$ cat src/rtl/agent_order_position_tracker_defines.svh
// Assertion macros shared by the order tracker RTL.
// Included by files that carry concurrent checks; no other content.
`ifndef AGENT_ORDER_POSITION_TRACKER_DEFINES_SVH
`define AGENT_ORDER_POSITION_TRACKER_DEFINES_SVH

// Implication checked every edge outside reset.
`define AOPT_ASSERT_IMP(lbl, clk, rst_n, a, c) \
    lbl: assert property (@(posedge clk) disable iff (!rst_n) (a) |-> (c)) \
        else $error("assertion failed");

// Next-cycle implication.
`define AOPT_ASSERT_NXT(lbl, clk, rst_n, a, c) \
    lbl: assert property (@(posedge clk) disable iff (!rst_n) (a) |=> (c)) \
        else $error("assertion failed");

`endif

$ cat src/rtl/aopt_ram.sv
// Generic simple dual-port RAM (one write port, one read port), registered read, write-first not assumed.
// No dependencies.
`timescale 1ns / 1ps
module aopt_ram #(
    parameter int WIDTH = 8,
    parameter int DEPTH = 16
) (
    input  logic                     i_clk,
    input  logic                     i_we,
    input  logic [$clog2(DEPTH)-1:0] i_waddr,
    input  logic [WIDTH-1:0]         i_wdata,
    input  logic [$clog2(DEPTH)-1:0] i_raddr,
    output logic [WIDTH-1:0]         o_rdata
);
    logic [WIDTH-1:0] r_mem [DEPTH];

    always_ff @(posedge i_clk) begin
        if (i_we) begin
            r_mem[i_waddr] <= i_wdata;
        end
        o_rdata <= r_mem[i_raddr];
    end
endmodule

$ cat config.mk
export PLATFORM = sky130hd
export DESIGN_NAME = aopt_ram
export DESIGN_NICKNAME = d
export VERILOG_FILES = /design/src/rtl/agent_order_position_tracker_defines.svh /design/src/rtl/aopt_ram.sv
export SDC_FILE = /design/constraint.sdc
export NUM_CORES = 1
export LEC_CHECK = 0
export CAP_MARGIN = 15
export CORE_ASPECT_RATIO = 0.75
export CORE_MARGIN = 2
export CORE_UTILIZATION = 55
export DETAILED_ROUTE_END_ITERATION = 10
export DONT_BUFFER_PORTS = 1
export MAX_ROUTING_LAYER = met4
export PLACE_DENSITY = 0.66
export SETUP_SLACK_MARGIN = 0.3
export SLEW_MARGIN = 20
export SYNTH_ARGS = -nofsm -noshare
export SYNTH_HDL_FRONTEND = slang
export SYNTH_SLANG_ARGS = --single-unit
$ cat constraint.sdc
create_clock -name i_clk -period 2.8 [get_ports i_clk]
set_input_delay 0.56 -clock i_clk [delete_from_list [all_inputs] [get_ports i_clk]]
set_output_delay 0.56 -clock i_clk [all_outputs]
set_load 0.03 [all_outputs]
==> results of run 1 <==
==> power by group <==
group	switching, W	internal, W
clock	0.000772	0.00148
combinational	0.0000605	0.0000663
sequential	0.0000409	0.00228
==> sequential cells by signal, indices dropped and copies added (netlist names) <==
name     count
o_rdata      8
r_mem      128
==> kinds of logic after synthesis <==
logic type             Yosys count
AO/OA/AOI/OAI                   16
buffers and inverters           10
flip-flops                     136
multiplexers                    32
AND/OR/NAND/NOR                 35
==> per-layer routing <==
layer  routed length (um)  vias up  part of all wire
li1                     -     1009                 -
met5                    0        -                 0
met1                 4504     1246              0.44
met2                 4764      100              0.47
met3                  860        7             0.084
met4                   63        0            0.0062
==> final cells by class <==
type	count	share of cell area
flip-flops and latches	136	0.6814
multi-input cells	83	0.1799
clock buffers	21	0.07496
well taps	128	0.02726
clock inverters	11	0.02619
repair buffers	8	0.01022
==> synthesized netlist by cell type, drive strengths merged <==
master,instances
and2b,1
buf,7
nand2b,2
a22oi,16
mux4,32
nor2,13
edfxtp,128
dfxtp,8
nand2,9
nor2b,1
and2,1
nand3b,2
nand3,1
or3b,1
nor3,4
clkdlybuf4s25,3
==> how the worst min path moves through the flow <==
stage / from / to / slack [ns] / cells past startpoint
detailed placement: i_wdata[1] / r_mem[6][1] / 0.66 / 0
global placement: i_wdata[0] / r_mem[8][0] / 0.66 / 0
floorplan: r_mem[7][0] / o_rdata[0] / 0.63 / 3
global route: i_wdata[4] / r_mem[7][4] / 0.22 / 0
finish: i_wdata[4] / r_mem[13][4] / 0.25 / 0
CTS: i_wdata[4] / r_mem[13][4] / 0.23 / 0
==> stage by stage <==
| stage | utilization | worst slack [ns] | hold WS (ns) | area [um2] |
|---|---|---|---|---|
| after global routing | 0.6468 | 1.267 | 0.2213 | 5876 |
| after detailed placement | 0.5814 | 0.9351 | 0.6598 | 5281 |
| after global placement | 0.5814 | 0.9232 | 0.6596 | 5281 |
| final | 0.6468 | 1.332 | 0.2473 | 5876 |
| after CTS | 0.6468 | 1.322 | 0.2332 | 5876 |
| after floorplan | - | 0.7471 | 0.6293 | 5147 |
==> results.py, run 1 <==
metrics = {
    "outcome": {
        "outcome": "finished, final reports clean",
    },
    "sta": {
        "finalHoldViolCount": 0,
        "worst_pin_slew_ns": 0.9127,
        "drv_slew": 0,
        "grt_setup_unrepaired": "no",
        "finClkSkew_ns": 0.006037,
        "finalSetupTns_ns": 0,
        "fmax_ghz": 0.6811,
        "period_minus_slack_ns": 1.468,
        "finalSetupViolCount": 0,
        "fin_crit_sh": 0.5244,
        "slew-limit-headroom": 0.3893,
    },
    "floorplanning": {
        "coreArea_mm2": 0.009084,
        "num_rows": 30,
        "die_w_um": 115.7,
        "dieArea_mm2": 0.01016,
        "io_pins": 26,
        "initial_utilization": 0.5667,
        "dieHeight_um": 87.78,
    },
    "global_route": {
        "met2_usage": 0.3179,
        "grt_max_degree": 33,
        "grt_util_met1": 0.3374,
        "grt_pass1_vias": 2395,
        "met3_usage": 0.08374,
        "grt_pass1_wl_mm": 15.17,
        "track_usage": 0.2314,
        "top_usage_layer": "met1",
        "grt_overflow": 0,
        "antenna_found_initial": 0,
    },
    "cts": {
        "cts_max_level": 4,
        "root_buffer": "clkbuf_16",
        "cts_buffer_depth": 2,
        "clk_latency_ns": 0.41,
        "cts.sinks": 136,
        "cts_made_buffers": 17,
        "cts_tree": "built",
        "hold_buffers": 0,
        "cts_resized": 0,
        "path_clk_slew_ns": 0.06,
        "post-cts-setup-buffer-count": 0,
    },
    "critical_path": {
        "critPathBufInv": 0,
        "cp_top_family": "simple AND/OR/NAND/NOR gates",
        "path_max_fanout": 8,
        "crit_required_ns": 2.83,
        "cp_data_arrival_time_ns": 1.50,
        "crit_type": "in -> reg",
        "cp-startpoint": "i_waddr[3]",
        "r2r-start": "r_mem[7][7]",
        "path_cells": "nand3b_1, nor2_1",
        "cp_slowest_cell": "nor2_1",
        "worst-r2r-setup-slack_ns": 1.44,
        "worst_r2r_path_depth": 3,
        "crit_path_start_kind": "input port",
        "endpoint_kind": "register",
        "cp.depth": 2,
        "max_stage_delay_ns": 0.73,
        "rr_endpoint": "o_rdata[7]",
        "crit_end": "r_mem[6][5]",
    },
    "synthesis": {
        "ys_seq_area_frac": 0.7778,
        "ys_types": 19,
        "netlist_area_mm2": 0.005147,
        "synth_top_family_by_area": "multiplexers",
        "synth_area_leaders": "edfxtp_1 75%, mux4_2 7.9%, mux4_1 7.1%",
        "synth-xor-area-share": 0,
        "synth_top_area_frac": 0.7467,
        "synth-adder-area-share": 0,
        "synth_compound_area_frac": 0.02333,
        "syn_avg_cell_area_um2": 22.48,
        "synthMuxAreaShare": 0.1502,
        "synth_top_area_cell": "edfxtp_1",
        "synth-seq-cells": 136,
        "synth_nets": 247,
        "syn_inst": 229,
        "yosys_warnings": 0,
        "yosys.area_share.simple": 0.03184,
    },
    "drt": {
        "viasPerCell": 6.103,
        "wl_mm": 10.19,
        "ant_nets": 0,
        "dr.pass1.iters": 4,
        "wl_per_cell_um": 26.34,
        "drc": 0,
        "vias": 2362,
        "drt-initial-drc-count": 229,
    },
    "final_layout": {
        "multi_input_area_mm2": 0.001057,
        "fillers": 617,
        "regArea_mm2": 0.004004,
        "antenna_cells": 0,
        "area_growth_pct": 14.15,
        "layout.nets": 264,
        "final_cell_mix": "128 x edfxtp_1, 18 x mux4_2, 17 x clkbuf_16",
        "final_common_cell": "edfxtp_1",
        "fin_cells": 387,
        "drive_above_1_share": 0.1969,
    },
    "run": {
        "drv_cap": 0,
    },
    "place": {
        "place_inst": 355,
        "place_congestion": 0.7490,
        "portBuffers": 0,
        "hpwl_mm": 6.075,
    },
    "power": {
        "ir_worst_vdd_mv": 0.6804,
        "leakagePower_nw": 1.925,
        "finalPower_w": 0.004693,
        "power.density_mw_per_mm2": 798.7,
    },
    "hold_path": {
        "hold_class": "in -> reg",
    },
}
No activity file was read; power rests on OpenSTA's default activity.
==> run 2: changes to the inputs <==
--- a/config.mk
+++ b/config.mk
@@ -5,6 +5,7 @@
 export SDC_FILE = /design/constraint.sdc
 export NUM_CORES = 1
 export LEC_CHECK = 0
+export ABC_AREA = 1
 export CAP_MARGIN = 15
 export CORE_ASPECT_RATIO = 0.75
 export CORE_MARGIN = 2
==> constraint.sdc (replaced) <==
create_clock -name i_clk -period 1.5 [get_ports i_clk]
set_input_delay 0.3 -clock i_clk [delete_from_list [all_inputs] [get_ports i_clk]]
set_output_delay 0.3 -clock i_clk [all_outputs]
set_load 0.03 [all_outputs]
==> results.py, run 2 <==
metrics = {
    "floorplanning": {
        "num_rows": 32,
        "dieHeight_um": 92.68,
        "initial_utilization": 0.5626,
        "io_pins": 26,
        "coreArea_mm2": 0.01025,
        "dieArea_mm2": 0.01133,
        "die_w_um": 122.2,
    },
    "synthesis": {
        "ys_types": 12,
        "synth_top_area_frac": 0.6665,
        "synth_top_area_cell": "edfxtp_1",
        "async_flop_share": 0,
        "synth-seq-cells": 136,
        "netlist_area_mm2": 0.005767,
        "syn_avg_cell_area_um2": 10.47,
        "synthFlopType": "edfxtp_1",
        "ys_top_cells_by_count": "173 x nand2_1, 128 x edfxtp_1, 100 x inv_1",
        "syn_inst": 551,
        "ys_seq_area_frac": 0.6943,
        "synth_area_leaders": "edfxtp_1 67%, nand2_1 11%, nand3_1 8.4%",
        "synth-edff-count": 128,
        "yosys_warnings": 0,
        "synth_nets": 569,
        "synth_most_common_cell": "nand2_1",
    },
    "critical_path": {
        "worst_r2r_path_depth": 6,
        "crit_path_start_kind": "input port",
        "endpoint_kind": "register",
        "critPathBufInv": 1,
        "crit_end": "r_mem[9][4]",
        "worst-r2r-setup-slack_ns": 0.49,
        "crit_required_ns": 1.61,
        "path_max_fanout": 16,
        "crit_type": "in -> reg",
        "cp-startpoint": "i_wdata[4]",
        "r2r-start": "r_mem[0][4]",
        "path_cells": "dlygate4sd3_1",
        "cp.depth": 1,
        "cp_slowest_cell": "dlygate4sd3_1",
        "cp_top_family": "buffers and inverters",
        "rr_endpoint": "o_rdata[4]",
        "cp_data_arrival_time_ns": 1.28,
        "max_stage_delay_ns": 0.98,
    },
    "sta": {
        "period_minus_slack_ns": 1.172,
        "fin_hold_ws_ns": -0.01986,
        "slew-limit-headroom": 0.5174,
        "finalSetupViolCount": 0,
        "fmax_ghz": 0.8533,
        "finalSetupTns_ns": 0,
        "grt_setup_unrepaired": "no",
        "fin_crit_sh": 0.7813,
        "drv_slew": 0,
        "finalHoldViolCount": 32,
        "finClkSkew_ns": 0.008673,
        "worst_pin_slew_ns": 0.7239,
    },
    "drt": {
        "ant_nets": 0,
        "vias": 3752,
        "highest_layer": "met4",
        "routed-wl-met2_mm": 5.506,
        "viasPerCell": 5.211,
        "dr.pass1.iters": 5,
        "drt-met1-wl_mm": 6.066,
        "drc": 0,
        "wl_per_cell_um": 17.77,
        "drt-initial-drc-count": 543,
        "wl_met3_mm": 1.085,
        "wl_mm": 12.79,
    },
    "cts": {
        "cts_made_buffers": 17,
        "root_buffer": "clkbuf_16",
        "clk_latency_ns": 0.41,
        "hold_buffers": 6,
        "cts_tree": "built",
        "path_clk_slew_ns": 0.06,
        "cts_buffer_depth": 2,
        "cts_max_level": 4,
        "cts.sinks": 136,
    },
    "place": {
        "hpwl_mm": 7.825,
        "place_congestion": 0.8368,
        "place_inst": 681,
        "portBuffers": 0,
    },
    "final_layout": {
        "final_core_util": 0.6436,
        "layout.nets": 588,
        "largest_registers": "r_mem (128), o_rdata (8)",
        "fin_cells": 720,
        "final_common_cell": "nand2_1",
        "largest_register": "r_mem",
        "area_growth_pct": 14.38,
        "largest_reg_flops": 128,
        "drive_above_1_share": 0.09434,
        "final_cell_mix": "173 x nand2_1, 128 x edfxtp_1, 100 x inv_1",
    },
    "global_route": {
        "grt_pass1_vias": 3552,
        "grt_overflow": 0,
        "antenna_found_initial": 1,
        "track_usage": 0.2561,
        "grt_max_degree": 66,
        "grt_pass1_wl_mm": 20.11,
    },
    "power": {
        "leakagePower_nw": 2.842,
        "power.density_mw_per_mm2": 1326,
        "ir_worst_vdd_mv": 0.8438,
    },
    "outcome": {
        "violations": "negative hold slack",
        "outcome": "finished, violations left",
    },
    "hold_path": {
        "hold_class": "in -> reg",
    },
    "run": {
        "drv_cap": 0,
    },
}
-- run 2: cell types whose count changed after synthesis, moves of 10 or more --
cell,change
nand2_1,+164
inv_1,+100
mux4_1,-14
nand3_1,+96
a22oi_1,-16
buf_2,+10
mux4_2,-18
-- run 2: per-stage QoR --
| stage | cell area [um2] | hold WS [ns] | worst slack [ns] | power, W |
|---|---|---|---|---|
| after floorplan | 5774 | 0.3989 | 0.2492 | 0.004699 |
| after global placement | 5951 | 0.3997 | 0.2866 | 0.004752 |
| after detailed placement | 5951 | 0.3996 | 0.2545 | 0.004757 |
| after CTS | 6589 | -0.03229 | 0.3067 | 0.008789 |
| after global routing | 6596 | -0.03556 | 0.3039 | 0.009008 |
| final | 6596 | -0.01986 | 0.3281 | 0.008745 |
-- run 2: layer usage --
metal	GRT usage	vias up
met3	0.06219	12
met4	0.07759	0
met5	-	-
met1	0.3837	1761
met2	0.3477	167
li1	-	1812
-- run 2: layout make-up --
| cell class | count | area [um2] |
|---|---|---|
| diodes | 1 | 2.502 |
| clock buffers | 19 | 432.9 |
| clock inverters | 13 | 135.1 |
| fillers | 815 | 3654 |
| inverters | 102 | 382.9 |
| multi-input cells | 289 | 1221 |
| flip-flops and latches | 136 | 4014 |
| well taps | 136 | 170.2 |
| repair buffers | 24 | 237.7 |
-- run 2: power breakdown --
| group | total [W] | internal, W | switching [W] | leakage [nW] |
|---|---|---|---|---|
| Sequential | 0.00434 | 0.00426 | 0.0000828 | 1.22 |
| Clock | 0.00400 | 0.00256 | 0.00144 | 0.276 |
| Combinational | 0.000404 | 0.000138 | 0.000265 | 1.34 |
-- run 2: what timing repair did --
action	in CTS	in global routing
resized for setup	8	2
endpoints found under the hold margin	128	32
buffers inserted	0	0
setup endpoints to repair	8	31
-- run 2: kinds of logic (layout without fill, tap and decap cells) --
logic type | Yosys count | count (layout) | synth area share
simple gates | 289 | 289 | 0.2105
buf+inv | 126 | 158 | 0.09525
other cells | 0 | 1 | 0
flops | 136 | 136 | 0.6943
-- run 2: how the worst min path moves through the flow --
stage	start	end	slack, ns	depth (start not counted)
2_1_floorplan	i_wdata[0]	r_mem[0][0]	0.40	0
3_3_place_gp	i_wdata[0]	r_mem[4][0]	0.40	0
3_5_place_dp	i_wdata[0]	r_mem[4][0]	0.40	0
4_1_cts	i_wdata[2]	r_mem[8][2]	-0.03	0
5_1_grt	i_wdata[1]	r_mem[8][1]	-0.04	0
6_report	i_wdata[2]	r_mem[8][2]	-0.02	0
==> run 3: changes to the inputs <==
==> constraint.sdc (replaced) <==
create_clock -name i_clk -period 1.1 [get_ports i_clk]
set_input_delay 0.22 -clock i_clk [delete_from_list [all_inputs] [get_ports i_clk]]
set_output_delay 0.22 -clock i_clk [all_outputs]
set_load 0.03 [all_outputs]
==> results.py, run 3 (same netlist as run 2, synthesis figures left out) <==
metrics = {
    "power": {
        "seq_power_share": 0.474,
        "finalPower_w": 0.01247,
        "p_sw_frac": 0.2129,
        "intPower_w": 0.009816,
        "power.density_mw_per_mm2": 1753,
        "power.switching_w": 0.002656,
        "ir_worst_vdd_mv": 1.205,
        "clkPwrFrac": 0.474,
        "pwr-share-comb": 0.052,
        "leakagePower_nw": 2.969,
    },
    "sta": {
        "finalSetupTns_ns": 0,
        "fin_hold_ws_ns": -0.1069,
        "finalHoldViolCount": 128,
        "fin_crit_sh": 0.9552,
        "worst_pin_slew_ns": 0.4634,
        "drv_slew": 0,
        "slew-limit-headroom": 0.6911,
        "fmax_ghz": 0.9518,
        "grt_setup_unrepaired": "yes",
        "finClkSkew_ns": 0.005001,
        "finalSetupViolCount": 0,
        "period_minus_slack_ns": 1.051,
    },
    "critical_path": {
        "r2r-start": "r_mem[3][4]",
        "worst_r2r_path_depth": 6,
        "cp_data_arrival_time_ns": 0.83,
        "rr_endpoint": "o_rdata[4]",
        "path_max_fanout": 1,
        "crit_required_ns": 0.88,
        "endpoint_kind": "output port",
        "worst-r2r-setup-slack_ns": 0.13,
        "crit_path_start_kind": "register",
        "crit_type": "reg -> out",
    },
    "floorplanning": {
        "coreArea_mm2": 0.01025,
        "dieHeight_um": 92.68,
        "initial_utilization": 0.5626,
        "die_w_um": 122.2,
        "dieArea_mm2": 0.01133,
        "num_rows": 32,
        "io_pins": 26,
    },
    "global_route": {
        "antenna_found_initial": 0,
        "grt_overflow": 0,
        "grt_max_degree": 66,
        "grt_pass1_vias": 3728,
        "track_usage": 0.2774,
        "grt_pass1_wl_mm": 21.48,
    },
    "cts": {
        "path_clk_slew_ns": 0.06,
        "clk_latency_ns": 0.42,
        "cts_made_buffers": 17,
        "cts_max_level": 4,
        "cts.sinks": 136,
        "root_buffer": "clkbuf_16",
        "hold_buffers": 1,
        "cts_buffer_depth": 2,
        "cts_tree": "built",
    },
    "final_layout": {
        "area_growth_pct": 23.39,
        "antenna_cells": 0,
        "multi_input_area_mm2": 0.001734,
        "layout.nets": 581,
        "drive_above_1_share": 0.2986,
        "largest_reg_flops": 128,
        "final_cell_mix": "137 x nand2_1, 128 x edfxtp_1, 95 x inv_1",
        "largest_register": "r_mem",
        "fin_cells": 712,
        "final_common_cell": "nand2_1",
        "fillers": 763,
        "regArea_mm2": 0.004034,
        "largest_registers": "r_mem (128), o_rdata (8)",
    },
    "drt": {
        "wl_mm": 13.80,
        "viasPerCell": 5.354,
        "ant_nets": 0,
        "drc": 0,
        "wl_per_cell_um": 19.38,
        "drt-initial-drc-count": 390,
        "vias": 3812,
        "dr.pass1.iters": 5,
    },
    "run": {
        "drv_cap": 0,
    },
    "hold_path": {
        "whs_endpoint": "r_mem[14][6]",
        "min_from": "i_wdata[6]",
        "whs_path_depth": 0,
        "hold_class": "in -> reg",
    },
    "place": {
        "portBuffers": 0,
        "place_inst": 679,
        "place_congestion": 0.8572,
        "hpwl_mm": 7.980,
    },
    "outcome": {
        "outcome": "finished, violations left",
        "violations": "negative hold slack",
    },
}
[run 3: changes by cell type in the layout (fill, tap and decap cells not counted), moves of 5 or more]
| cell | previous run | this run |
|---|---|---|
| inv_1 | 100 | 95 |
| nand2_2 | 0 | 32 |
| nand3_2 | 0 | 57 |
| nor2_2 | 3 | 8 |
| nand3_1 | 97 | 37 |
| inv_4 | 0 | 5 |
| dfxtp_4 | 0 | 8 |
| dfxtp_2 | 8 | 0 |
| nand2_1 | 173 | 137 |
| nor2_1 | 14 | 0 |
| nor2_4 | 0 | 9 |
[run 3: cell type report]
cell class	instances	share of cell area
Inverter	102	0.05557
Sequential cell	136	0.5669
Clock buffer	19	0.06084
Clock inverter	13	0.02515
Multi-Input combinational cell	289	0.2437
Timing Repair Buffer	17	0.02391
Tap cell	136	0.02391
[run 3: power by group through the flow]
stage	Sequential, W	Clock (W)	Combinational [W]
CTS	0.00591	0.00596	0.000598
finish	0.00591	0.00591	0.000652
global route	0.00592	0.00622	0.000715
floorplan	0.00600	0	0.000492
detailed placement	0.00601	0	0.000524
global placement	0.00601	0	0.000518
[run 3: worst max-delay path by stage]
stage / startpoint / endpoint / slack, ns / cells past startpoint
2_1_floorplan: i_waddr[2] / r_mem[10][0] / 0.006 / 2
3_3_place_gp: i_raddr[0] / o_rdata[7] / -0.01 / 7
3_5_place_dp: i_raddr[0] / o_rdata[7] / -0.01 / 7
4_1_cts: o_rdata[7] / o_rdata[7] / 0.04 / 0
5_1_grt: o_rdata[7] / o_rdata[7] / 0.02 / 0
6_report: o_rdata[7] / o_rdata[7] / 0.05 / 0
[run 3: routing by layer]
metal | vias to the layer above | wire length [um] | share of wire | track usage
met5 | - | 0 | 0 | -
met4 | 0 | 280 | 0.020 | 0.1006
met3 | 19 | 1002 | 0.073 | 0.07697
met2 | 149 | 6378 | 0.46 | 0.3875
met1 | 1846 | 6140 | 0.44 | 0.3919
li1 | 1798 | - | - | -
[run 3: per-stage QoR]
stage                     area [um2]  setup slack (ns)  utilization
after floorplan                 6026          0.006359            -
after global placement          6103          -0.01172       0.5955
after detailed placement        6103          -0.01064       0.5955
after CTS                       6965           0.03623       0.6796
after global routing            7116           0.02193       0.6942
final                           7116           0.04931       0.6942
[run 3: timing repair]
item | 4_1_cts | 5_1_grt
hold endpoints to repair | 136 | 128
endpoints found under the setup margin | 16 | 16
gates resized for setup | 62 | 37
pin swaps | 30 | 25
buffers inserted | 0 | 0
